## src/hdl/gtsc_pkg.sv

```systemverilog
// Shared types, constants and the CORDIC arctangent table of the go-to-target
// speed command block. Used by every module of the block; depends on nothing.
`default_nettype none

package gtsc_pkg;

   localparam int CORDIC_STAGES_DEF = 16;
   localparam int MAX_STAGES        = 24;

   // x and y carry the input scaled by 256; after the quarter turn and the
   // CORDIC gain they stay below 2^25 in magnitude.
   localparam int XW = 27;
   // Angle in units of 2^-24 rad, below 2^26 in magnitude.
   localparam int ZW = 28;
   // Bearing magnitude in mrad.
   localparam int MRAD_W = 12;

   localparam logic signed [ZW-1:0] HALF_PI_Z = 28'sd26353589;

   typedef enum logic [2:0] {
      REG_STOP_DISTANCE      = 3'd0,
      REG_LIN_SPEED_LIMIT    = 3'd1,
      REG_ANG_SPEED_LIMIT    = 3'd2,
      REG_LINEAR_GAIN        = 3'd3,
      REG_ANGULAR_GAIN       = 3'd4,
      REG_MISALIGN_THRESHOLD = 3'd5,
      REG_SLOW_FACTOR        = 3'd6
   } reg_index_type;

   localparam logic [15:0] STOP_DISTANCE_RST      = 16'd100;
   localparam logic [14:0] LIN_SPEED_LIMIT_RST    = 15'd150;
   localparam logic [14:0] ANG_SPEED_LIMIT_RST    = 15'd800;
   localparam logic [15:0] LINEAR_GAIN_RST        = 16'd205;
   localparam logic [15:0] ANGULAR_GAIN_RST       = 16'd512;
   localparam logic [11:0] MISALIGN_THRESHOLD_RST = 12'd300;
   localparam logic [7:0]  SLOW_FACTOR_RST        = 8'd77;

   typedef struct packed {
      logic [15:0] stop_distance;
      logic [14:0] lin_speed_limit;
      logic [14:0] ang_speed_limit;
      logic [15:0] linear_gain;
      logic [15:0] angular_gain;
      logic [11:0] misalign_threshold;
      logic [7:0]  slow_factor;
   } cfg_type;

   // Payload handed from cell to cell along the CORDIC chain.
   typedef struct packed {
      logic signed [XW-1:0] x;
      logic signed [XW-1:0] y;
      logic signed [ZW-1:0] z;
      logic [15:0]          range_mm;
      logic                 stopped;
      logic                 origin;
   } cordic_type;

   // atan(2^-i) in units of 2^-24 rad.
   function automatic logic signed [ZW-1:0] atan_entry(input int idx);
      logic signed [ZW-1:0] val;
      case (idx)
         0:       val = 28'sd13176795;
         1:       val = 28'sd7778716;
         2:       val = 28'sd4110060;
         3:       val = 28'sd2086331;
         4:       val = 28'sd1047214;
         5:       val = 28'sd524117;
         6:       val = 28'sd262123;
         7:       val = 28'sd131069;
         8:       val = 28'sd65536;
         9:       val = 28'sd32768;
         10:      val = 28'sd16384;
         11:      val = 28'sd8192;
         12:      val = 28'sd4096;
         13:      val = 28'sd2048;
         14:      val = 28'sd1024;
         15:      val = 28'sd512;
         16:      val = 28'sd256;
         17:      val = 28'sd128;
         18:      val = 28'sd64;
         19:      val = 28'sd32;
         20:      val = 28'sd16;
         21:      val = 28'sd8;
         22:      val = 28'sd4;
         23:      val = 28'sd2;
         default: val = '0;
      endcase
      return val;
   endfunction

endpackage

`default_nettype wire

```

## src/hdl/gtsc_post.sv

```systemverilog
// Three-stage back end: angle to mrad, gain products, rounding and clamps.
// The last stage is the response register. Depends on gtsc_pkg.
`default_nettype none

module gtsc_post
   import gtsc_pkg::*;
(
   input  wire logic       clock,
   input  wire logic       reset,
   input  wire cfg_type    cfg,
   input  wire logic       in_valid,
   output logic            in_ready,
   input  wire cordic_type in_data,
   output logic            out_valid,
   input  wire logic       out_ready,
   output logic [14:0]     linear_speed,
   output logic [15:0]     angular_speed,
   output logic            stopped
);

   // Stage 1: bearing magnitude in mrad and distance product.
   logic              v1_ff;
   logic              stop1_ff;
   logic              neg1_ff;
   logic [MRAD_W-1:0] mag1_ff;
   logic [31:0]       lp1_ff;
   // Stage 2: angular product, misalignment and slowed distance product.
   logic              v2_ff;
   logic              stop2_ff;
   logic              neg2_ff;
   logic [27:0]       wp2_ff;
   logic              mis2_ff;
   logic [31:0]       lp2_ff;
   logic [39:0]       lps2_ff;
   // Stage 3: response register.
   logic              v3_ff;
   logic [14:0]       lin3_ff;
   logic [15:0]       ang3_ff;
   logic              stop3_ff;

   logic r1;
   logic r2;
   logic r3;

   logic [ZW-2:0]     zabs;
   logic [36:0]       mrad_prod;
   logic [36:0]       mrad_round;
   logic [MRAD_W-1:0] mag1_in;
   logic              neg1_in;
   logic [31:0]       lp1_in;

   logic [27:0] wp2_in;
   logic [39:0] lps2_in;

   logic [28:0] w_round;
   logic [20:0] wmag;
   logic [14:0] wsat;
   logic [40:0] vs_round;
   logic [32:0] vn_round;
   logic [24:0] vfull;
   logic [14:0] lin3_in;
   logic [15:0] ang3_in;

   assign r3       = !v3_ff || out_ready;
   assign r2       = !v2_ff || r3;
   assign r1       = !v1_ff || r2;
   assign in_ready = r1;

   assign out_valid     = v3_ff;
   assign linear_speed  = lin3_ff;
   assign angular_speed = ang3_ff;
   assign stopped       = stop3_ff;

   always_comb begin
      zabs       = in_data.z[ZW-1] ? (ZW-1)'(-in_data.z) : in_data.z[ZW-2:0];
      mrad_prod  = 37'(zabs) * 37'(10'd1000);
      mrad_round = mrad_prod + 37'(24'h800000);
      mag1_in    = in_data.origin ? '0 : mrad_round[24+MRAD_W-1:24];
      neg1_in    = in_data.z[ZW-1] && !in_data.origin;
      lp1_in     = 32'(cfg.linear_gain) * 32'(in_data.range_mm);
   end

   always_comb begin
      wp2_in  = 28'(cfg.angular_gain) * 28'(mag1_ff);
      lps2_in = 40'(lp1_ff) * 40'(cfg.slow_factor);
   end

   always_comb begin
      w_round  = 29'(wp2_ff) + 29'd128;
      wmag     = w_round[28:8];
      wsat     = (wmag > 21'(cfg.ang_speed_limit)) ? cfg.ang_speed_limit : wmag[14:0];
      vs_round = 41'(lps2_ff) + 41'd32768;
      vn_round = 33'(lp2_ff) + 33'd128;
      vfull    = mis2_ff ? vs_round[40:16] : vn_round[32:8];
      lin3_in  = (vfull > 25'(cfg.lin_speed_limit)) ? cfg.lin_speed_limit : vfull[14:0];
      ang3_in  = neg2_ff ? -{1'b0, wsat} : {1'b0, wsat};
      if (stop2_ff) begin
         lin3_in = '0;
         ang3_in = '0;
      end
   end

   always_ff @(posedge clock) begin
      if (reset) begin
         v1_ff <= 1'b0;
         v2_ff <= 1'b0;
         v3_ff <= 1'b0;
      end else begin
         if (r1) begin
            v1_ff <= in_valid;
         end
         if (r2) begin
            v2_ff <= v1_ff;
         end
         if (r3) begin
            v3_ff <= v2_ff;
         end
      end
      if (in_valid && r1) begin
         stop1_ff <= in_data.stopped;
         neg1_ff  <= neg1_in;
         mag1_ff  <= mag1_in;
         lp1_ff   <= lp1_in;
      end
      if (v1_ff && r2) begin
         stop2_ff <= stop1_ff;
         neg2_ff  <= neg1_ff;
         wp2_ff   <= wp2_in;
         mis2_ff  <= mag1_ff > cfg.misalign_threshold;
         lp2_ff   <= lp1_ff;
         lps2_ff  <= lps2_in;
      end
      if (v2_ff && r3) begin
         lin3_ff  <= lin3_in;
         ang3_ff  <= ang3_in;
         stop3_ff <= stop2_ff;
      end
   end

endmodule

`default_nettype wire

```

## config.mk

```make
export PLATFORM = sky130hd
export DESIGN_NAME = gtsc_post
export DESIGN_NICKNAME = d
export VERILOG_FILES = /design/src/hdl/gtsc_pkg.sv /design/src/hdl/gtsc_post.sv
export SDC_FILE = /design/constraint.sdc
export NUM_CORES = 2
export LEC_CHECK = 0
export BUFFER_PORTS_ARGS = -buffer_cell sky130_fd_sc_hd__buf_2
export CORE_MARGIN = 2
export CORE_UTILIZATION = 61
export DETAILED_ROUTE_END_ITERATION = 8
export PLACE_DENSITY = 0.8
export SLEW_MARGIN = 0
export SYNTH_ARGS = -nofsm -noshare
export SYNTH_HDL_FRONTEND = slang
export SYNTH_SLANG_ARGS = --single-unit
```

## constraint.sdc

```tcl
create_clock -name clock -period 18.5 [get_ports clock]
set_input_delay 3.7 -clock clock [delete_from_list [all_inputs] [get_ports clock]]
set_output_delay 3.7 -clock clock [all_outputs]
set_load 0.02 [all_outputs]
```

==> results.sh <==
export IMPL_status="completed"
export IMPL_max_freq_mhz=87.6
export IMPL_hold_path_depth=0
export IMPL_grt_busiest_layer="met2"
export IMPL_dp_hpwl_um=59200
export IMPL_arrival_ns=11.53
export IMPL_synthCells=3649
export IMPL_synthMuxAreaShare=0.0119
export IMPL_synthTopCellsByCount="inv_1 (666), fa_1 (591), nand2_1 (518)"
export IMPL_setup_violations=0
export IMPL_synth_xor_area_frac=0.0508
export IMPL_drt_total_wl_um=74600
export IMPL_grt_max_degree=75
export IMPL_clk_path_buf_depth=2
export IMPL_io_pins=236
export IMPL_ys_ff_latch=155
export IMPL_ys_seq_area_frac=0.137
export IMPL_cts_tree="done"
export IMPL_worst_setup_path_type="primary input to register"
export IMPL_hp_class="register to register"
export IMPL_rows=86
export IMPL_synth_fp_nets=4766
export IMPL_clk_latency_ns=0.44
export IMPL_maxCapViolCount=0
export IMPL_worst_path_max_fanout=9
export IMPL_htreeDepth=4
export IMPL_drive_gt1_frac=0.0671
export IMPL_synth_top_family_by_area="adder cells"
export IMPL_drcViolationCount=0
export IMPL_cts_root_buffer="clkbuf_16"
export IMPL_synthAdderAreaFrac=0.473
export IMPL_yosys_warnings=0
export IMPL_reg2regPathDepth=18
export IMPL_use_met1=0.375
export IMPL_dieArea_um2=57300
export IMPL_fillCellCount=4416
export IMPL_relSlewSlack=0.332
export IMPL_synth_compound_area_frac=0.0728
export IMPL_cts_resized=0
export IMPL_ctsHoldBuffers=0
export IMPL_core_area_um2=55000
export IMPL_nets=4842
export IMPL_synth_area_leaders="fa_1 (35%), edfxtp_1 (13%), ha_1 (12%)"
export IMPL_fin_crit_sh=0.617
export IMPL_ant_nets=0
export IMPL_tightestPinTransition_ns=0.998
export IMPL_antenna_found_initial=4
export IMPL_maxSlewViolCount=0
export IMPL_fin_crit_ns=11.42
export IMPL_synth_top_cell_area_share=0.350
export IMPL_async_reset_ff_frac=0
export IMPL_syn_avg_cell_area_um2=9.27
export IMPL_numPortBuffers=165
export IMPL_gp_congestion=0.904
export IMPL_synth_most_common_cell="inv_1"
export IMPL_cp_required_ns=18.62
export IMPL_use_met3=0.0333
export IMPL_gr_usage_met2=0.462
export IMPL_dr_pass1_iters=6
export IMPL_syn2layout_area_growth_pct=5.81
export IMPL_synth_edff_count=152
export IMPL_synth_cell_types=81
export IMPL_post_cts_buffers=0
export IMPL_fin_tns_setup_ns=0
export IMPL_clkSinkCount=155
export IMPL_track_usage=0.274
export IMPL_final_hold_violation_count=0
export IMPL_critPathLaunchType="primary input"
export IMPL_vias=25200
export IMPL_syn_area_um2=33800
export IMPL_die_h_um=239
export IMPL_overflow=0
export IMPL_register_area_um2=4620
export IMPL_grt_pass1_wl_um=127000
export IMPL_vias_per_cell=5.61
export IMPL_start_util=0.615
export IMPL_clk_pin_slew_ns=0.07
export IMPL_cts_buffers=17
export IMPL_drt_wirelength_per_cell_um=16.6
export IMPL_multi_input_area_um2=26300
export IMPL_end_kind="register"
export IMPL_grt_pass1_vias=26100
export IMPL_die_x_um=239
export IMPL_yosys_area_top_type="fa_1"
export IMPL_synth_ff_type="edfxtp_1"
export IMPL_rsz0062_at_grt="false"
export IMPL_skew_ns=0.0174
export IMPL_initialDrtViolationCount=1571
export IMPL_yosys_area_share_simple=0.168
==> state kept, by name, indices dropped and copies added, names as in the netlist <==
name,count
lp1_ff,32
lp2_ff,25
lps2_ff,25
wp2_ff,21
angular_speed,16
linear_speed,15
mag1_ff,12
mis2_ff,1
neg1_ff,1
neg2_ff,1
out_valid,1
stop1_ff,1
stop2_ff,1
stopped,1
v1_ff,1
v2_ff,1
==> critical path: stages <==
cell and delay (ns):
buf_2 0.12, or4_1 0.57, or3_1 0.47, o31ai_1 0.29, xor2_1 0.78, xnor2_1 0.34, xnor2_1 0.29, fa_1 0.47
fa_1 0.49, fa_1 0.51, inv_1 0.05, ha_1 0.35, a21oi_1 0.25, o31a_1 0.18, a21boi_0 0.46, o22ai_1 0.23
a21o_1 0.21, nor4b_1 0.40, nand4_1 0.27, o31a_1 0.33, o41ai_1 0.77
==> metrics by stage <==
stage | util | hold slack [ns] | setup slack (ns) | instances | instance area (µm²)
2_1_floorplan | - | 0.400 | 8.10 | 3649 | 33800
3_3_place_gp | 0.640 | 0.402 | 6.84 | 4454 | 35200
3_5_place_dp | 0.640 | 0.413 | 6.74 | 4454 | 35200
4_1_cts | 0.651 | 0.429 | 7.13 | 4486 | 35800
5_1_grt | 0.651 | 0.447 | 6.35 | 4487 | 35800
6_report | 0.651 | 0.425 | 7.08 | 4487 | 35800
==> layout by cell type, fill, tap and decap left out, types with 5 or more instances in the layout <==
master / n
o21ai_0: 79
nor3_1: 38
ha_1: 324
a211oi_1: 10
and2_1: 284
xnor2_1: 130
or2_2: 21
o21bai_1: 12
nand2b_1: 12
o21ai_1: 13
buf_2: 165
clkinvlp_4: 5
nand4_1: 18
inv_1: 666
nand3_1: 50
nand3b_1: 9
mux2i_1: 27
edfxtp_1: 152
o211ai_1: 9
fa_1: 591
maj3_1: 10
a21oi_1: 118
o21a_1: 20
and3_1: 15
nor3b_1: 7
clkbuf_16: 17
mux2_2: 6
buf_4: 7
or4_1: 6
nor2b_1: 26
or3_1: 9
a31oi_1: 10
nor4_1: 9
nor2_1: 125
o31ai_1: 16
xor2_1: 66
a21o_1: 38
nand2_1: 518
o41ai_1: 9
==> path summary, 6_finish.rpt <==
path | startpoint | slack (ns) | endpoint
setup / recovery | in_data[24] | 7.08 | mag1_ff[11]$_SDFFCE_PP0P_
hold / removal | stop1_ff$_DFFE_PP_ | 0.42 | stop2_ff$_DFFE_PP_
setup reg to reg | lp1_ff[7]$_DFFE_PP_ | 11.88 | lps2_ff[39]$_DFFE_PP_
hold reg to reg | stop1_ff$_DFFE_PP_ | 0.42 | stop2_ff$_DFFE_PP_
==> metal layers <==
layer / share of wire / wire length [µm] / vias up
li1: - / - / 11700
met4: 0.026 / 1950 / 6
met3: 0.070 / 5200 / 138
met2: 0.48 / 35700 / 898
met1: 0.42 / 31600 / 12400
met5: 0.00046 / 34 / -
==> final cells by class <==
cell class	count	area share
flip-flops and latches	155	0.129
clock buffers	19	0.0121
multi-input cells	2713	0.734
repair buffers	172	0.0245
well taps	748	0.0262
clock inverters	13	0.00388
diodes	1	0.0000699
inverters	666	0.0699
==> cells by family (layout without fill, tap and decap cells) <==
family	Yosys count	after routing
AO/OA/AOI/OAI	388	388
XOR/XNOR	196	196
adder cells (fa/ha/maj)	925	925
buffers and inverters	781	870
flip-flops	155	155
multiplexers	37	37
other	0	1
AND/OR/NAND/NOR	1167	1167
Power is not shown: default switching activity piles up to over one toggle a cycle in this logic, so the estimate is an artifact.
