**src/hdl/gtsc_pkg.sv**
```systemverilog
// Shared types, constants and the CORDIC arctangent table of the go-to-target
// speed command block. Used by every module of the block; depends on nothing.
`default_nettype none

package gtsc_pkg;

   localparam int CORDIC_STAGES_DEF = 16;
   localparam int MAX_STAGES        = 24;

   // x and y carry the input scaled by 256; after the quarter turn and the
   // CORDIC gain they stay below 2^25 in magnitude.
   localparam int XW = 27;
   // Angle in units of 2^-24 rad, below 2^26 in magnitude.
   localparam int ZW = 28;
   // Bearing magnitude in mrad.
   localparam int MRAD_W = 12;

   localparam logic signed [ZW-1:0] HALF_PI_Z = 28'sd26353589;

   typedef enum logic [2:0] {
      REG_STOP_DISTANCE      = 3'd0,
      REG_LIN_SPEED_LIMIT    = 3'd1,
      REG_ANG_SPEED_LIMIT    = 3'd2,
      REG_LINEAR_GAIN        = 3'd3,
      REG_ANGULAR_GAIN       = 3'd4,
      REG_MISALIGN_THRESHOLD = 3'd5,
      REG_SLOW_FACTOR        = 3'd6
   } reg_index_type;

   localparam logic [15:0] STOP_DISTANCE_RST      = 16'd100;
   localparam logic [14:0] LIN_SPEED_LIMIT_RST    = 15'd150;
   localparam logic [14:0] ANG_SPEED_LIMIT_RST    = 15'd800;
   localparam logic [15:0] LINEAR_GAIN_RST        = 16'd205;
   localparam logic [15:0] ANGULAR_GAIN_RST       = 16'd512;
   localparam logic [11:0] MISALIGN_THRESHOLD_RST = 12'd300;
   localparam logic [7:0]  SLOW_FACTOR_RST        = 8'd77;

   typedef struct packed {
      logic [15:0] stop_distance;
      logic [14:0] lin_speed_limit;
      logic [14:0] ang_speed_limit;
      logic [15:0] linear_gain;
      logic [15:0] angular_gain;
      logic [11:0] misalign_threshold;
      logic [7:0]  slow_factor;
   } cfg_type;

   // Payload handed from cell to cell along the CORDIC chain.
   typedef struct packed {
      logic signed [XW-1:0] x;
      logic signed [XW-1:0] y;
      logic signed [ZW-1:0] z;
      logic [15:0]          range_mm;
      logic                 stopped;
      logic                 origin;
   } cordic_type;

   // atan(2^-i) in units of 2^-24 rad.
   function automatic logic signed [ZW-1:0] atan_entry(input int idx);
      logic signed [ZW-1:0] val;
      case (idx)
         0:       val = 28'sd13176795;
         1:       val = 28'sd7778716;
         2:       val = 28'sd4110060;
         3:       val = 28'sd2086331;
         4:       val = 28'sd1047214;
         5:       val = 28'sd524117;
         6:       val = 28'sd262123;
         7:       val = 28'sd131069;
         8:       val = 28'sd65536;
         9:       val = 28'sd32768;
         10:      val = 28'sd16384;
         11:      val = 28'sd8192;
         12:      val = 28'sd4096;
         13:      val = 28'sd2048;
         14:      val = 28'sd1024;
         15:      val = 28'sd512;
         16:      val = 28'sd256;
         17:      val = 28'sd128;
         18:      val = 28'sd64;
         19:      val = 28'sd32;
         20:      val = 28'sd16;
         21:      val = 28'sd8;
         22:      val = 28'sd4;
         23:      val = 28'sd2;
         default: val = '0;
      endcase
      return val;
   endfunction

endpackage

`default_nettype wire

```
**src/hdl/gtsc_pre.sv**
```systemverilog
// Entry stage: registers the request beat, applies the stop rule and turns
// targets behind the robot by a quarter turn. Depends on gtsc_pkg.
`default_nettype none

module gtsc_pre
   import gtsc_pkg::*;
(
   input  wire logic        clock,
   input  wire logic        reset,
   input  wire cfg_type     cfg,
   input  wire logic        in_valid,
   output logic             in_ready,
   input  wire logic [15:0] target_x,
   input  wire logic [15:0] target_y,
   input  wire logic [15:0] target_distance,
   output logic             out_valid,
   input  wire logic        out_ready,
   output cordic_type       out_data
);

   logic       valid_ff;
   cordic_type data_ff;
   cordic_type data_in;

   logic signed [XW-1:0] xs;
   logic signed [XW-1:0] ys;

   assign in_ready  = !valid_ff || out_ready;
   assign out_valid = valid_ff;
   assign out_data  = data_ff;

   always_comb begin
      xs = {{(XW-24){target_x[15]}}, target_x, 8'h00};
      ys = {{(XW-24){target_y[15]}}, target_y, 8'h00};
      data_in.range_mm = target_distance;
      data_in.stopped  = (target_distance == 16'd0) || (target_distance <= cfg.stop_distance);
      data_in.origin   = (target_x == 16'd0) && (target_y == 16'd0);
      data_in.x        = xs;
      data_in.y        = ys;
      data_in.z        = '0;
      if (xs < 0) begin
         if (ys >= 0) begin
            data_in.x = ys;
            data_in.y = -xs;
            data_in.z = HALF_PI_Z;
         end else begin
            data_in.x = -ys;
            data_in.y = xs;
            data_in.z = -HALF_PI_Z;
         end
      end
   end

   always_ff @(posedge clock) begin
      if (reset) begin
         valid_ff <= 1'b0;
      end else if (in_ready) begin
         valid_ff <= in_valid;
      end
      if (in_valid && in_ready) begin
         data_ff <= data_in;
      end
   end

endmodule

`default_nettype wire

```
**config.mk**
```make
export PLATFORM = sky130hd
export DESIGN_NAME = gtsc_pre
export DESIGN_NICKNAME = d
export VERILOG_FILES = /design/src/hdl/gtsc_pkg.sv /design/src/hdl/gtsc_pre.sv
export SDC_FILE = /design/constraint.sdc
export NUM_CORES = 1
export LEC_CHECK = 0
export BUFFER_PORTS_ARGS = -buffer_cell sky130_fd_sc_hd__buf_2
export CAP_MARGIN = 20
export CORE_ASPECT_RATIO = 1.25
export CORE_MARGIN = 5
export CORE_UTILIZATION = 45
export CTS_BUF_LIST = sky130_fd_sc_hd__clkbuf_16
export DETAILED_ROUTE_END_ITERATION = 10
export PLACE_DENSITY = 0.87
export SLEW_MARGIN = 20
export SYNTH_ARGS = -nofsm -noshare
export SYNTH_HDL_FRONTEND = slang
export SYNTH_SLANG_ARGS = --single-unit
export TNS_END_PERCENT = 20
```
**constraint.sdc**
```tcl
create_clock -name clock -period 4 [get_ports clock]
set_clock_uncertainty 0.15 [all_clocks]
set_input_delay 0.4 -clock clock [delete_from_list [all_inputs] [get_ports clock]]
set_output_delay 0.4 -clock clock [all_outputs]
set_load 0.02 [all_outputs]
```
==> results of run 1 <==
## area by class of cell
type	count	area, um2
flip-flops and latches	60	1790
inverters	24	90.1
clock inverters	7	28.8
repair buffers	154	773
well taps	95	119
clock buffers	9	225
multi-input cells	214	1350
fillers	680	3320
## per-stage QoR
stage               total power (uW)  area (um2)  setup slack [ns]  std cells  hold WS (ns)
global placement                1100        4130              1.63        547         0.332
global route                    1840        4380              1.73        563        0.0817
finish                          1760        4380              1.89        563        0.0891
floorplan                       1010        3590              1.33        353         0.319
detailed placement              1120        4130              1.53        547         0.376
CTS                             1780        4380              1.86        563        0.0807
## worst paths after layout
path                    start           end  depth (start not counted)  slack [ns]
setup / recovery  target_y[8]  out_data[94]                          6        1.89
setup reg to reg    out_valid  out_data[71]                          3        1.93
hold reg to reg     out_valid     out_valid                          2        0.38
hold / removal          reset     out_valid                          2        0.09
## power by group
part           internal [uW]  leakage, uW  total [uW]  switching, uW
sequential               746     0.000576         758           12.0
combinational            117      0.00129         343            226
clock                    404     0.000142         658            254
total                   1270      0.00201        1760            492
## worst reg2reg max path: cells and delay by family (launching register included)
kind                   cells  cell delay [ns]
and+or+nand+nor            2             0.83
DFF                        1             0.31
buffers and inverters      1             0.44
## metal layers
metal,vias up,global-route usage (%),share of wire (%)
met5,-,0,0
met3,11,9.98,16
met1,1295,18.5,33
met2,160,31.6,50
li1,1382,-,-
met4,0,6.70,1.4
## cells by family (layout without fill, tap and decap cells)
| kind of cell | Yosys count | count (layout) | synth area share, % |
|---|---|---|---|
| and+or+nand+nor | 88 | 88 | 13.0 |
| xor gates and xnor gates | 26 | 26 | 6.46 |
| other | 1 | 19 | 0.106 |
| buffers and inverters | 79 | 194 | 12.8 |
| adders and majority gates | 18 | 18 | 6.39 |
| AOI/OAI and AO/OA | 61 | 61 | 9.83 |
| DFF | 60 | 60 | 50.8 |
| muxes | 2 | 2 | 0.568 |
## state kept, by name, indices dropped and copies added, names as in the netlist
| register | cells |
|---|---|
| out_data | 59 |
| out_valid | 1 |
## cells in the final DEF, fill, tap and decap left out, drive strengths merged, types with 4 or more instances in the layout
master and instances:
inv 28, conb 19, nand3 4, buf 154, xnor2 14, edfxtp 59
ha 18, o21ai 5, a21oi 42, xor2 12, nor4 6, nor2b 4
nand2 12, clkbuf 9, nand4 4, nor2 40, nor3 5
==> summary.md, run 1 <==
| Metric | Value |
|---|---|
| Status | `complete, no violations` |
| CTS tree | `built` |
| Final Setup Violations | `0` |
| Largest net degree at the start of global routing | `66` |
| Post-synth top area cell | `edfxtp_1` |
| Buffer and inverter count on the worst path | `1` |
| CTS Sinks | `60` |
| Starting Density | `45.8%` |
| Nets | `631` |
| Post-CTS sizing | `0` |
| Startpoint types | `input port` |
| Die Y-Extent | `109 um` |
| Gr ovfl total | `0` |
| Yosys top cell area share | `50.3%` |
| Yosys cell types | `34` |
| Synth area leaders | `edfxtp_1 50%, buf_4 8.7%, ha_1 6.4%` |
| H-tree depth | `3` |
| Clk_lat worst skew | `0.32 ns` |
| Routed len/inst | `15.8 um` |
| WL final | `8870 um` |
| TritonCTS Buffers | `9` |
| Area delta synth->final | `24.2%` |
| Slew HR | `31.2%` |
| Starting DRT DRC Count | `101` |
| Crit path max-delay family | `simple AND/OR/NAND/NOR gates` |
| Post-synth top flop | `edfxtp_1` |
| CP max-delay cell | `nor4_1` |
| Overall global routing resource usage | `18.4%` |
| CTS root buf | `clkbuf_16` |
| ANT nets after route | `0` |
| Crit Path Max Fanout | `3` |
| Synth cell count leaders | `59 x edfxtp_1, 42 x a21oi_1, 41 x buf_4, 40 x nor2_1, 24 x inv_1` |
| Row Count | `36` |
| CTS max path bufs | `2` |
| Fin Setup TNS | `0 ns` |
| Post-layout util | `56.9%` |
| Tmin final | `2.11 ns` |
| Crit end category | `register` |
| Max incr delay on CP | `0.47 ns` |
| Vias in the first global route | `2798` |
| Power Density | `402 nW/um2` |
| Worst VDD drop | `0.233 mV` |
| Maxcap violations | `0` |
| Clock slew at reported path FFs | `0.05 ns` |
| Initial antenna violation count | `0` |
| Via count | `2848` |
| Mapped Avg Cell Area | `10.5 um2` |
| Post-route DRC violation count | `0` |
| Leak | `0.00201 uW` |
| Hold-fix buffers at CTS | `0` |
| Final worst-path cycle share | `52.8%` |
| Worst Path Arrival | `1.99 ns` |
| Layout cell share with drive strength beyond 1 | `36.3%` |
| Count leader, synth | `edfxtp_1` |
| Data required, critical path | `3.88 ns` |
| Max Slew Vio Count | `0` |
| Sequential share of the synthesized area | `50.8%` |
| Final-report hold violation count | `0` |
| RSZ-0062 raised after global routing | `false` |
| Port buffer count | `153` |
| WS Path Type | `in -> reg` |
| First-pass GRT wire length | `13300 um` |
| Post-Syn Instances | `335` |
| Routed vias/inst | `5.06` |
| Horiz. Die Dim | `89.2 um` |
| Die area | `9710 um2` |
| Post-Syn Area | `3520 um2` |
| Drt first pass iters | `4` |
| GP Congestion | `0.889` |
| Post-synth EDFFs | `59` |
| Io pins | `252` |
| Asr flop ratio synth | `0%` |
| FMAX | `473 MHz` |
| Slew @ Worst Pin | `1.03 ns` |
| Post CTS Setup Buffer Count | `0` |
| Core area | `7700 um2` |
| Number of diodes | `0` |
| Synth warn | `0` |
| Post-DP HPWL | `7040 um` |
| Flops & latches, synth | `60` |
| Crit-path cells | `buf_2, nor4_1, nand4b_1, o41ai_1, xor2_1, a21oi_1` |
| Hold WC Path Type | `in -> reg` |
Note: power is estimated with default switching activity, not from simulation.
==> inputs of run 2 (changes only) <==
- CORE_UTILIZATION: 45 -> 38
- PLACE_DENSITY: 0.87 -> 0.78
- clock period: 4 -> 1.75 ns (I/O delays scaled with it)
==> run 2 against run 1 <==
Worst setup slack got worse by 1.9 ns. Sequential share of layout area decreased by 5.1 points. First-iteration DRC count increased by 7.9%. Final area increased by 14%. Global-route usage decreased by 1.5 points. Critical path depth unchanged. Count of clock-buffer cells in the layout unchanged. Hold slack got worse by 0.059 ns. Core utilization decreased by 2.0 points. Clock power increased to 2.6 times the previous value. Register-to-register slack got worse by 1.5 ns. Routed wire length increased by 7.7%.
==> summary.md, run 2 (synthesis gave the netlist of run 1 again) <==
| Metric | Value |
|---|---|
| Data required, critical path | `1.67 ns` |
| Starting Density | `38.6%` |
| Most frequent cells in the layout | `145 x buf_2, 59 x edfxtp_1, 40 x nor2_1, 39 x buf_4, 38 x a21oi_1` |
| Die Y-Extent | `118 um` |
| Worst Path Arrival | `1.64 ns` |
| Switching share of power | `27.3%` |
| Gr ovfl total | `0` |
| Part of the power in registers | `40.2%` |
| First-pass GRT wire length | `14700 um` |
| Fin area | `5010 um2` |
| Drt first pass iters | `4` |
| TritonCTS Buffers | `9` |
| Buffer and inverter count on the worst path | `1` |
| CTS tree | `built` |
| Initial antenna violation count | `3` |
| Power Density | `862 nW/um2` |
| Maxcap violations | `0` |
| Final-report hold violation count | `0` |
| Tmin final | `1.72 ns` |
| Routed len/inst | `14.9 um` |
| Clock network fraction of total power | `39.0%` |
| Clock slew at reported path FFs | `0.05 ns` |
| Routed vias/inst | `4.84` |
| Horiz. Die Dim | `96.1 um` |
| Clk_lat worst skew | `0.33 ns` |
| Starting DRT DRC Count | `109` |
| Final worst-path cycle share | `98.3%` |
| GP Congestion | `0.884` |
| Worst VDD drop | `0.466 mV` |
| Placed inst area | `4450 um2` |
| Vias in the first global route | `3102` |
| Slew HR | `56.1%` |
| Core area | `9130 um2` |
| Overall global routing resource usage | `16.9%` |
| Post-route DRC violation count | `0` |
| Crit end category | `register` |
| Commonest non-fill, non-tap cell in the layout | `buf_2` |
| Final Total Pwr | `4320 uW` |
| ANT nets after route | `0` |
| RSZ-0062 raised after global routing | `true` |
| WS Path Type | `in -> reg` |
| Crit-path cells | `dlygate4sd3_1, ha_4, nand4_1, a21o_1, a21oi_2, o211ai_1` |
| Nets | `682` |
| CTS Sinks | `60` |
| FMAX | `581 MHz` |
| CTS max path bufs | `2` |
| H-tree depth | `3` |
| Status | `complete, no violations` |
| Crit path max-delay family | `buffers and inverters` |
| Logic pwr share | `20.8%` |
| Hold WC Path Type | `in -> reg` |
| Crit Path Max Fanout | `3` |
| Post-DP HPWL | `7280 um` |
| Max incr delay on CP | `0.62 ns` |
| Largest net degree at the start of global routing | `41` |
| Max Slew Vio Count | `0` |
| Leak | `0.00228 uW` |
| CP max-delay cell | `dlygate4sd3_1` |
| Port buffer count | `153` |
| P_sw | `1180 uW` |
| Fillers | `807` |
| Die area | `11300 um2` |
| Row Count | `39` |
| Area delta synth->final | `42.1%` |
| P_int | `3140 uW` |
| CTS root buf | `clkbuf_16` |
| Layout cell share with drive strength beyond 1 | `42.0%` |
| Via count | `3112` |
| Slew @ Worst Pin | `0.658 ns` |
| WL final | `9550 um` |
| Final Setup Violations | `0` |
| Io pins | `252` |
| Max FFs per register | `59` |
| Startpoint types | `input port` |
==> run 2: cell type report <==
cell class              instances  area [um2]  area share, %
flip-flops and latches         60        1790           35.8
well taps                     123         154           3.07
inverters                      24        90.1           1.80
clock buffers                   9         225           4.50
multi-input cells             214        1440           28.8
clock inverters                 7        57.6           1.15
repair buffers                205        1240           24.8
diodes                          1        2.50         0.0500
==> run 2: routing by layer <==
metal	routed length, um	vias to the layer above	track usage [%]
li1	-	1485	-
met4	324	4	9.52
met2	4700	167	28.4
met1	3300	1429	17.4
met3	1190	27	6.46
met5	32	-	0
==> run 2: power groups by stage <==
stage	combinational [uW]	clock, uW	sequential (uW)
4_1_cts	881	1720	1740
2_1_floorplan	422	0	1890
3_5_place_dp	846	0	1760
6_report	898	1690	1730
5_1_grt	982	1790	1740
3_3_place_gp	826	0	1760
==> run 2: worst paths after layout <==
| path | startpoint | end | slack [ns] | cells after the start |
|---|---|---|---|---|
| hold reg to reg | out_valid | out_data[91] | 0.81 | 3 |
| setup reg to reg | out_valid | out_valid | 0.42 | 3 |
| setup / recovery | target_distance[7] | out_data[1] | 0.03 | 6 |
| hold / removal | target_distance[0] | out_data[2] | 0.03 | 1 |
==> run 2: repair_timing <==
item | CTS | global route
setup endpoints to repair | 0 | 8
hold endpoints to repair | 17 | 0
resized for setup | 0 | 16
buffers inserted | 0 | 2
hold buffers | 18 | 0
==> run 2: worst register-to-register path, stage by stage (launching register included) <==
cell,delay [ns]
dfxtp_1,0.32
nand2b_1,0.09
a21oi_1,0.16
dlygate4sd3_1,0.56
==> run 2: metrics by stage <==
stage	worst slack [ns]	util (%)	std cells	hold slack, ns	setup TNS (ns)
after floorplan	-0.0640	-	353	0.0941	-0.114
after global placement	-0.303	48.8	612	0.179	-2.94
after detailed placement	-0.308	48.8	612	0.183	-3.23
after CTS	0.0229	53.9	646	0.0264	0
after global routing	-0.0153	54.9	643	0.0454	-0.0271
final	0.0299	54.9	643	0.0303	0
