===== config.mk =====
export PLATFORM = sky130hd
export DESIGN_NAME = gtsc_cordic_cell
export DESIGN_NICKNAME = d
export VERILOG_FILES = /design/src/hdl/gtsc_pkg.sv /design/src/hdl/gtsc_cordic_cell.sv
export SDC_FILE = /design/constraint.sdc
export NUM_CORES = 1
export LEC_CHECK = 0
export ABC_AREA = 1
export BUFFER_PORTS_ARGS = -buffer_cell sky130_fd_sc_hd__clkbuf_2
export CORE_ASPECT_RATIO = 1.2
export CORE_MARGIN = 4
export CORE_UTILIZATION = 40
export CTS_BUF_LIST = sky130_fd_sc_hd__clkbuf_8
export CTS_CLUSTER_DIAMETER = 30
export DETAILED_ROUTE_END_ITERATION = 8
export GPL_ROUTABILITY_DRIVEN = 1
export PLACE_DENSITY_LB_ADDON = 0.1
export SYNTH_ARGS = -nofsm -noshare
export SYNTH_HDL_FRONTEND = slang
export SYNTH_SLANG_ARGS = --single-unit

===== constraint.sdc =====
create_clock -name clock -period 15.32 [get_ports clock]
set_input_delay 1.532 -clock clock [delete_from_list [all_inputs] [get_ports clock]]
set_output_delay 1.532 -clock clock [all_outputs]
set_load 0.01 [all_outputs]

===== src/hdl/gtsc_pkg.sv =====
// Shared types, constants and the CORDIC arctangent table of the go-to-target
// speed command block. Used by every module of the block; depends on nothing.
`default_nettype none

package gtsc_pkg;

   localparam int CORDIC_STAGES_DEF = 16;
   localparam int MAX_STAGES        = 24;

   // x and y carry the input scaled by 256; after the quarter turn and the
   // CORDIC gain they stay below 2^25 in magnitude.
   localparam int XW = 27;
   // Angle in units of 2^-24 rad, below 2^26 in magnitude.
   localparam int ZW = 28;
   // Bearing magnitude in mrad.
   localparam int MRAD_W = 12;

   localparam logic signed [ZW-1:0] HALF_PI_Z = 28'sd26353589;

   typedef enum logic [2:0] {
      REG_STOP_DISTANCE      = 3'd0,
      REG_LIN_SPEED_LIMIT    = 3'd1,
      REG_ANG_SPEED_LIMIT    = 3'd2,
      REG_LINEAR_GAIN        = 3'd3,
      REG_ANGULAR_GAIN       = 3'd4,
      REG_MISALIGN_THRESHOLD = 3'd5,
      REG_SLOW_FACTOR        = 3'd6
   } reg_index_type;

   localparam logic [15:0] STOP_DISTANCE_RST      = 16'd100;
   localparam logic [14:0] LIN_SPEED_LIMIT_RST    = 15'd150;
   localparam logic [14:0] ANG_SPEED_LIMIT_RST    = 15'd800;
   localparam logic [15:0] LINEAR_GAIN_RST        = 16'd205;
   localparam logic [15:0] ANGULAR_GAIN_RST       = 16'd512;
   localparam logic [11:0] MISALIGN_THRESHOLD_RST = 12'd300;
   localparam logic [7:0]  SLOW_FACTOR_RST        = 8'd77;

   typedef struct packed {
      logic [15:0] stop_distance;
      logic [14:0] lin_speed_limit;
      logic [14:0] ang_speed_limit;
      logic [15:0] linear_gain;
      logic [15:0] angular_gain;
      logic [11:0] misalign_threshold;
      logic [7:0]  slow_factor;
   } cfg_type;

   // Payload handed from cell to cell along the CORDIC chain.
   typedef struct packed {
      logic signed [XW-1:0] x;
      logic signed [XW-1:0] y;
      logic signed [ZW-1:0] z;
      logic [15:0]          range_mm;
      logic                 stopped;
      logic                 origin;
   } cordic_type;

   // atan(2^-i) in units of 2^-24 rad.
   function automatic logic signed [ZW-1:0] atan_entry(input int idx);
      logic signed [ZW-1:0] val;
      case (idx)
         0:       val = 28'sd13176795;
         1:       val = 28'sd7778716;
         2:       val = 28'sd4110060;
         3:       val = 28'sd2086331;
         4:       val = 28'sd1047214;
         5:       val = 28'sd524117;
         6:       val = 28'sd262123;
         7:       val = 28'sd131069;
         8:       val = 28'sd65536;
         9:       val = 28'sd32768;
         10:      val = 28'sd16384;
         11:      val = 28'sd8192;
         12:      val = 28'sd4096;
         13:      val = 28'sd2048;
         14:      val = 28'sd1024;
         15:      val = 28'sd512;
         16:      val = 28'sd256;
         17:      val = 28'sd128;
         18:      val = 28'sd64;
         19:      val = 28'sd32;
         20:      val = 28'sd16;
         21:      val = 28'sd8;
         22:      val = 28'sd4;
         23:      val = 28'sd2;
         default: val = '0;
      endcase
      return val;
   endfunction

endpackage

`default_nettype wire


===== src/hdl/gtsc_cordic_cell.sv =====
// One vectoring CORDIC iteration with its own pipeline register and handshake.
// Depends on gtsc_pkg for the payload type and the arctangent table.
`default_nettype none

module gtsc_cordic_cell
   import gtsc_pkg::*;
#(
   parameter int STAGE = 0
)
(
   input  wire logic       clock,
   input  wire logic       reset,
   input  wire logic       in_valid,
   output logic            in_ready,
   input  wire cordic_type in_data,
   output logic            out_valid,
   input  wire logic       out_ready,
   output cordic_type      out_data
);

   localparam logic signed [ZW-1:0] ATAN_STEP = atan_entry(STAGE);

   logic       valid_ff;
   cordic_type data_ff;
   cordic_type data_in;

   logic signed [XW-1:0] dx;
   logic signed [XW-1:0] dy;

   assign in_ready  = !valid_ff || out_ready;
   assign out_valid = valid_ff;
   assign out_data  = data_ff;

   always_comb begin
      dx      = in_data.y >>> STAGE;
      dy      = in_data.x >>> STAGE;
      data_in = in_data;
      // Rotate toward the x axis; y at zero counts as the lower half.
      if (in_data.y > 0) begin
         data_in.x = in_data.x + dx;
         data_in.y = in_data.y - dy;
         data_in.z = in_data.z + ATAN_STEP;
      end else begin
         data_in.x = in_data.x - dx;
         data_in.y = in_data.y + dy;
         data_in.z = in_data.z - ATAN_STEP;
      end
   end

   always_ff @(posedge clock) begin
      if (reset) begin
         valid_ff <= 1'b0;
      end else if (in_ready) begin
         valid_ff <= in_valid;
      end
      if (in_valid && in_ready) begin
         data_ff <= data_in;
      end
   end

endmodule

`default_nettype wire


==> run metrics, run 1 <==
Max IR drop VDD between 0.05 and 0.06 mV; Synth Flop Type edfxtp_1; clk sinks 100; adder-cell share of the synthesized area 0.128; Post-CTS Setup Inserts 0; clk_lat worst skew 0.42 ns; commonest non-fill, non-tap cell in the layout nand2_1; post-synth cell types 35; nets@finish 2061; DP Area 12100 sq um; vias in the first global route 11100; Syn Nets 1875; warning count from the yosys run 0; slew margin rel. 0.463; die height 188 microns; leakage power ~6.7 nW; pins over their slew limit 0; dominant combinational cell family by area after synthesis simple AND/OR/NAND/NOR gates; worst-margin pin slew 0.805 ns; diodes inserted 0; Compound-Gate Fraction of Synth Area 0.0951; grt total ovfl 0; DIE WIDTH 158 microns; post-synthesis average cell area around 6.5 sq um; final wirelength 39300 microns; Worst Setup SP in_data[48]; cells after synthesis 1663; FMAX 207 MHz; worst min-delay path category reg -> reg; crit end category register; Arrival @ worst endpoint 5.03 ns; design area ~12000 sq um; total CTS buffers 9; Critical Path RT 15.52 ns; die area 29700 sq um; Starting Density 0.408; Layout area overhead 14.0%; P per Cell Area 76.6 nW/um^2; Fin Hold WS 0.543 ns; dpl hpwl 33200 microns; multiplexer share of the synthesized area 0; via count 11300; remaining antenna violation count after routing 0; drt pass-1 iters 5; #FFs+latches synth 100; Synth Area in Simple Gates 0.344; routability cong. 0.947; endpoints failing hold 0; largest net degree at the start of global routing 65; row count 65; Mapped Area 10800 sq um; core area 26400 sq um; critical path class in -> reg; clock root buffer clkbuf_8; TritonCTS clock tree built; hold_sp out_valid; first-pass GRT wire length 59500 microns; cts hold-fix bufs 0; Worst-path clk slew 0.12 ns; post-route minimum period 4.83 ns; wire length per cell 17.9 microns; Resize count post-CTS 0; placed cells roughly 2200; Post-route DRC 0; post-synthesis sequential area ratio 0.277; Clock Path Buffers 2; Layout fillers approximately 2900; share of cells above drive strength 1 0.135; Layout Cells excl Fill 2189; vias per cell around 5.1; Critical R2R Launch out_valid; commonest cells after routing, fill and taps aside nand2_1 (539), inv_1 (285), clkbuf_2 (205); max cap viols 0; Port Buffers 205; Sum Neg Setup Slack 0 ns; Top Ports a little over 200; Worst Path Max Fanout 64; unrepaired setup endpoints after global routing no; Tcrit/Tclk final 0.315; initial antenna violation count 0; number of synthesized flops with an enable pin 99; Overall Global Routing Usage 0.261; Async SR Flop Fraction 0; XOR/XNOR Fraction of Synth Area 0.0349; status completed; final setup violation count 0; clk_skew between 0.02 and 0.025 ns; H-tree Lvls 3; Startpoint Class primary input; drt initial violations 837
[power breakdown]
group,total [mW],leakage (nW),internal (mW),switching [mW]
clock,0.198,0.109,0.0916,0.106
combinational,0.392,5.61,0.125,0.267
sequential,0.352,0.970,0.342,0.00984
total,0.942,6.69,0.559,0.383
[logic make-up after synthesis]
kind of cell	count (synthesis)
flip-flops	100
AND/OR/NAND/NOR	895
XOR/XNOR	43
AO/OA/AOI/OAI	190
adder cells (fa/ha/maj)	108
buffers and inverters	327
[routing by layer]
metal,up-vias,GRT usage,routed length [microns]
li1,5681,-,-
met1,5172,0.322,16500
met2,338,0.462,19400
met3,69,0.0189,1710
met4,0,0.113,1620
met5,-,0,0
[area by class of cell]
cell class / count / area, sq um / share of cell area
sequential: 100 / 2990 / 0.243
clock buffer: 9 / 124 / 0.0101
multi-input combinational: 1236 / 6510 / 0.529
inverter: 292 / 1100 / 0.0892
timing repair buffer: 210 / 1060 / 0.0865
tap: 335 / 419 / 0.0341
clock inverter: 7 / 90.1 / 0.00733
[synthesized netlist by cell type (2+ instances only)]
| master | instances | share of area |
|---|---|---|
| o21bai_1 | 17 | 0.012 |
| buf_4 | 11 | 0.0077 |
| edfxtp_1 | 99 | 0.28 |
| o22ai_1 | 2 | 0.0012 |
| a21o_1 | 4 | 0.0028 |
| a21oi_2 | 3 | 0.0024 |
| nand2_2 | 4 | 0.0023 |
| xor2_1 | 38 | 0.031 |
| a21oi_1 | 97 | 0.045 |
| fa_1 | 4 | 0.0074 |
| nand4_1 | 38 | 0.022 |
| nor2_1 | 138 | 0.048 |
| o21ai_0 | 61 | 0.028 |
| nand3b_1 | 3 | 0.0021 |
| buf_2 | 19 | 0.0088 |
| inv_2 | 6 | 0.0021 |
| ha_1 | 104 | 0.12 |
| nand2_1 | 540 | 0.19 |
| nor2_2 | 8 | 0.0046 |
| nor3_1 | 16 | 0.0074 |
| o21ai_1 | 3 | 0.0014 |
| inv_1 | 285 | 0.099 |
| clkbuf_1 | 4 | 0.0014 |
| xnor2_1 | 5 | 0.0041 |
| nand3_1 | 143 | 0.066 |
| and3_1 | 2 | 0.0012 |
[critical path: stages]
cell      delay [ns]
clkbuf_2        0.10
inv_1           0.09
nand4_1         0.22
nor3_1          0.24
nand2_1         0.12
nand2_2         0.07
buf_4           0.36
inv_2           0.04
buf_4           0.38
ha_1            0.51
a21oi_1         0.11
nand2_1         0.19
nand2_1         0.07
nand2_1         0.19
inv_1           0.06
o21ai_0         0.32
nand2_1         0.20
nand3_1         0.13
nand2_1         0.05
[final timing paths]
kind | slack (ns) | endpoint | cells after the start
worst max-delay path | 10.49 | out_data[44] | 19
worst min-delay path | 0.54 | out_valid | 2
worst max register to register | 13.22 | out_data[96] | 3
worst min register to register | 0.54 | out_valid | 2
[sequential cells by signal, indices dropped and copies added, names as in the netlist]
name       count
out_valid      1
out_data      99
[metrics by stage]
| stage | setup WS (ns) | utilization | power (mW) |
|---|---|---|---|
| floorplan | 8.38 | - | 0.610 |
| global placement | 10.04 | 0.457 | 0.747 |
| detailed placement | 10.03 | 0.457 | 0.747 |
| CTS | 10.49 | 0.465 | 0.945 |
| global route | 10.14 | 0.465 | 1.00 |
| finish | 10.49 | 0.465 | 0.942 |
Note: power is estimated with default switching activity, not from simulation.
==> inputs of run 2 (changes only) <==
==> constraint.sdc (replaced) <==
create_clock -name clock -period 4.33 [get_ports clock]
set_input_delay 0.433 -clock clock [delete_from_list [all_inputs] [get_ports clock]]
set_output_delay 0.433 -clock clock [all_outputs]
set_load 0.01 [all_outputs]
==> run metrics, run 2 (synthesis results as in run 1) <==
die height 188 microns (unchanged); metal2 WL 19100 microns (-2.0%); clk_lat worst skew 0.42 ns (about the same); cts hold-fix bufs 0 (unchanged); Worst Setup SP in_data[53]; capture point of the worst reg-to-reg path out_data[16]; Port Buffers 205 (unchanged); Max stage delay on crit path 0.43 ns (-0.08 ns); Layout fillers 2816 (-1.2%); Critical Path RT 4.50 ns (-11.02 ns); final wirelength 38000 microns (-3.1%); die area 29700 sq um (unchanged); via count 11300 (+0.66%); vias in the first global route 11000 (-0.42%); Critical R2R Launch out_valid; Clock Path Buffers 2 (unchanged); M1 WL 15200 microns (-7.9%); Reg2Reg Depth 2 (-1); grt total ovfl 0 (unchanged); WL met3 2180 microns (+27%); Post-route DRC 0 (unchanged); clk sinks 100 (unchanged); DIE WIDTH 158 microns (unchanged); initial antenna violation count 0 (unchanged); vias per cell 5.18 (+0.61%); worst min-delay path category in -> reg; Worst Path Max Fanout 14 (-78%); Layout area overhead 14.0% (about the same); cell family with most CP delay simple AND/OR/NAND/NOR gates; leakage power 6.68 nW (about the same); remaining antenna violation count after routing 0 (unchanged); crit end category register; max reg flops 99 (unchanged); Overall Global Routing Usage 0.255 (-0.00579); worst path bufs/invs 3 (-3); diodes inserted 0 (unchanged); clk_skew 0.0222 ns (+0.000313 ns); Starting Density 0.408 (unchanged); Worst path depth 17 (-2); Startpoint Class primary input; total CTS buffers 9 (unchanged); core area 26400 sq um (unchanged); H-tree Lvls 3 (unchanged); P per Cell Area 268 nW/um^2 (+250%); Post-CTS Setup Inserts 0 (unchanged); Arrival @ worst endpoint 3.43 ns (-1.60 ns); CP max-delay cell o21ai_0; post-route minimum period 3.27 ns; Sum Neg Setup Slack 0 ns (unchanged); worst-margin pin slew 0.776 ns (-0.0298 ns); max layer used met4; row count 65 (unchanged); slew margin rel. 0.483 (+0.0199); first-pass GRT wire length 58800 microns (-1.2%); TritonCTS clock tree built; crit-path cells clkbuf_2 -> nor2_1 -> nand4_1 -> nor3_1 -> nand2_1 -> nand2_2 -> inv_2 -> ha_1 -> nand3_1 -> nand2_1 -> nand2_1 -> nand2_1 -> inv_1 -> o21ai_0 -> nand2_1 -> nand3_1 -> nand2_1; Critical Path Sink out_data[44]; wire length per cell 17.4 microns (-3.2%); critical path class in -> reg; FMAX 306 MHz; final setup violation count 0 (unchanged); commonest cells after routing, fill and taps aside nand2_1 (539), inv_1 (285), clkbuf_2 (205); commonest non-fill, non-tap cell in the layout nand2_1; Place WS 0.601 ns (-9.43 ns); pins over their slew limit 0 (unchanged); max cap viols 0 (unchanged); status completed; Resize count post-CTS 0 (unchanged); nets@finish 2062 (+0.049%); Top Ports 206 (unchanged); post-route worst setup slack 1.06 ns (-9.43 ns); worst reg2reg setup slack 2.80 ns (-10.42 ns); cell mode on critical path nand2_1; drt initial violations 779 (-6.9%); Max IR drop VDD 0.149 mV (+170%); largest net degree at the start of global routing 59 (-9.2%); unrepaired setup endpoints after global routing no; drt pass-1 iters 6 (+1); Tcrit/Tclk final 0.754; share of cells above drive strength 1 0.136 (+0.00101); dpl hpwl 32200 microns (-2.9%); Worst-path clk slew 0.10 ns (-0.02 ns); routability cong. 0.974 (+2.8%); endpoints failing hold 0 (unchanged); clock root buffer clkbuf_8
run 2: cell count changes in the layout (fill, tap and decap cells not counted), sizes merged:
cell      before  now
buf            5    6
bufinv         2    1
clkinvlp       0    1
clkinv         5    3
inv          292  294
run 2: per-layer routing:
layer / vias up / GRT usage
met5: - / 0
met4: 0 / 0.110
met3: 74 / 0.0196
met2: 416 / 0.451
met1: 5168 / 0.315
li1: 5676 / -
run 2: through the flow:
stage	cell area, sq um	util	hold slack, ns	power, mW	instances
after floorplan	10800	-	0.502	2.16	1663
after global placement	12100	0.457	0.524	2.63	2174
after detailed placement	12100	0.457	0.534	2.64	2174
after CTS	12300	0.465	0.146	3.30	2190
after global routing	12300	0.465	0.162	3.52	2190
final	12300	0.465	0.179	3.29	2190
run 2: layout make-up:
cell class	instances	area, sq um	share of cell area
Sequential cell	100	2990	0.243
Clock inverter	7	81.3	0.00662
Timing Repair Buffer	211	1070	0.0871
Tap cell	335	419	0.0341
Clock buffer	9	124	0.0101
Multi-Input combinational cell	1236	6510	0.529
Inverter	292	1100	0.0892
run 2: worst min path at each step:
stage	from	to	slack [ns]	depth (start not counted)
2_1_floorplan	reset	out_valid	0.50	1
3_5_place_dp	out_valid	out_valid	0.53	2
3_3_place_gp	out_valid	out_valid	0.52	2
6_report	reset	out_valid	0.18	2
5_1_grt	reset	out_valid	0.16	2
4_1_cts	reset	out_valid	0.15	2
run 2: worst reg2reg max path: stages (launching register included):
cell,delay (ns)
dfxtp_1,0.36
a21oi_4,0.15
buf_4,0.61
run 2: where the power goes:
part	internal [mW]	switching, mW	leakage, nW	total (mW)
clock network	0.277	0.385	0.101	0.662
logic	0.444	0.937	5.61	1.38
registers	1.21	0.0351	0.970	1.25
==> inputs of run 3 (changes only) <==
==> constraint.sdc (replaced) <==
create_clock -name clock -period 2.68 [get_ports clock]
set_input_delay 0.268 -clock clock [delete_from_list [all_inputs] [get_ports clock]]
set_output_delay 0.268 -clock clock [all_outputs]
set_load 0.01 [all_outputs]
==> run metrics, run 3 (synthesis results as in run 1) <==
crit-path cells clkbuf_2 -> inv_1 -> nand4_1 -> nor3_2 -> nand2_2 -> nand2_2 -> buf_4 -> ha_1 -> a21oi_1 -> o21ai_0 -> buf_4 -> a21oi_1 -> nand3_1 -> xor2_1; core area 26400 sq um (unchanged); commonest non-fill, non-tap cell in the layout nand2_1; commonest cells after routing, fill and taps aside nand2_1 (538), inv_1 (285), clkbuf_2 (205); Clock Path Buffers 2 (unchanged); vias in the first global route 11800 (+6.7%); status completed; Arrival @ worst endpoint 2.70 ns (-0.73 ns); worst path bufs/invs 4 (+1); Reg area 2990 sq um (unchanged); routability cong. 0.985 (+1.1%); diodes inserted 0 (unchanged); Max IR drop VDD 0.214 mV (+44%); Port Buffers 205 (unchanged); clk_lat worst skew 0.41 ns (about the same); Max stage delay on crit path 0.29 ns (-0.14 ns); H-tree Lvls 3 (unchanged); Layout fillers 2738 (-2.8%); wire length per cell 16.8 microns (-3.3%); FMAX roughly 400 MHz; Worst Path Max Fanout 13 (-1); nets@finish 2244 (+8.8%); Overall Global Routing Usage 0.267 (+0.0111); clock root buffer clkbuf_8; max cap viols 0 (unchanged); Tcrit/Tclk final 0.942; cell family with most CP delay simple AND/OR/NAND/NOR gates; Startpoint Class primary input; via count 11900 (+5.4%); TritonCTS clock tree built; die area 29700 sq um (unchanged); total CTS buffers 9 (unchanged); final setup violation count 0 (unchanged); design area 13700 sq um (+12%); unrepaired setup endpoints after global routing yes; pins over their slew limit 0 (unchanged); first-pass GRT wire length 61300 microns (+4.3%); remaining antenna violation count after routing 0 (unchanged); slew margin rel. 0.589 (+0.106); drt pass-1 iters 5 (-1); drt initial violations 688 (-12%); dpl hpwl 33600 microns (+4.2%); area of the multi-input gates 6550 sq um (+0.62%); Post-route DRC 0 (unchanged); final wirelength 39900 microns (+4.8%); Starting Density 0.408 (unchanged); DP Area 13500 sq um (+11%); leakage power 7.58 nW (+13%); clk sinks 100 (unchanged); worst min-delay path category in -> reg; row count 65 (unchanged); crit end category register; worst-margin pin slew 0.616 ns (-0.160 ns); Layout Cells excl Fill 2372 (+8.3%); clk_skew 0.0186 ns (-0.00361 ns); Final Core Density 0.519 (+0.0543); die height 188 microns (unchanged); DIE WIDTH 158 microns (unchanged); share of cells above drive strength 1 0.216 (+0.0806); Critical Path RT 2.86 ns (-1.64 ns); endpoints failing hold 0 (unchanged); Layout area overhead 27.3%; Worst-path clk slew 0.12 ns (+0.02 ns); placed cells 2352 (+8.2%); initial antenna violation count 0 (unchanged); post-route minimum period ~2.5 ns; max reg flops 99 (unchanged); CP max-delay cell ha_1; vias per cell 5.04 (-2.7%); largest net degree at the start of global routing 65 (+10%); grt total ovfl 0 (unchanged); Top Ports 206 (unchanged); P per Cell Area 409 nW/um^2 (+53%); critical path class in -> reg
run 3: cell types whose count changed in the layout (fill, tap and decap cells not counted), moves of 3 or more:
cell / change
a21oi_2: +4
buf_4: +177
a21oi_1: -4
buf_12: +3
run 3: worst reg2reg max path: cells and delay by family (launching register included):
| family | cells | cell delay, ns |
|---|---|---|
| buffers and inverters | 1 | 0.46 |
| flip-flops | 1 | 0.36 |
| AO/OA/AOI/OAI | 1 | 0.19 |
run 3: through the flow:
stage	power (mW)	hold WS, ns	TNS [ns]	setup WS [ns]
6_report	5.62	0.0327	0	0.155
5_1_grt	6.01	0.00553	-0.0597	-0.0398
4_1_cts	5.63	0.000584	0	0.0398
3_5_place_dp	4.57	0.423	-7.24	-0.470
3_3_place_gp	4.56	0.425	-6.24	-0.428
2_1_floorplan	3.48	0.337	0	0.0275
run 3: path summary, 6_finish.rpt:
path | depth (start not counted) | endpoint | start | slack, ns
min | 1 | out_data[11] | in_data[11] | 0.03
max | 14 | out_data[40] | in_data[48] | 0.16
min reg2reg | 2 | out_valid | out_valid | 0.55
max reg2reg | 2 | out_data[63] | out_valid | 1.30
run 3: per-layer routing:
| layer | share of wire | global-route usage | wire length, microns |
|---|---|---|---|
| met2 | 0.51 | 0.483 | 20200 |
| met3 | 0.058 | 0.0245 | 2290 |
| met4 | 0.041 | 0.108 | 1650 |
| met5 | 0 | 0 | 0 |
| met1 | 0.39 | 0.319 | 15700 |
run 3: where the power goes:
part	switching (mW)	internal [mW]
combinational	1.58	0.984
clock	0.678	0.365
sequential	0.0579	1.96
total	2.31	3.31
run 3: timing repair:
action	in CTS	in global routing
hold buffers	2	0
endpoints found under the setup margin	1	21
hold endpoints to repair	2	0
setup buffers	0	2
gates resized for setup	1	11
pin swaps	0	3
run 3: area by class of cell:
type                       count  area share
multi-input combinational   1236       0.477
sequential                   100       0.218
timing repair buffer         393       0.181
inverter                     292      0.0798
tap                          335      0.0305
clock buffer                   9     0.00902
clock inverter                 7     0.00501
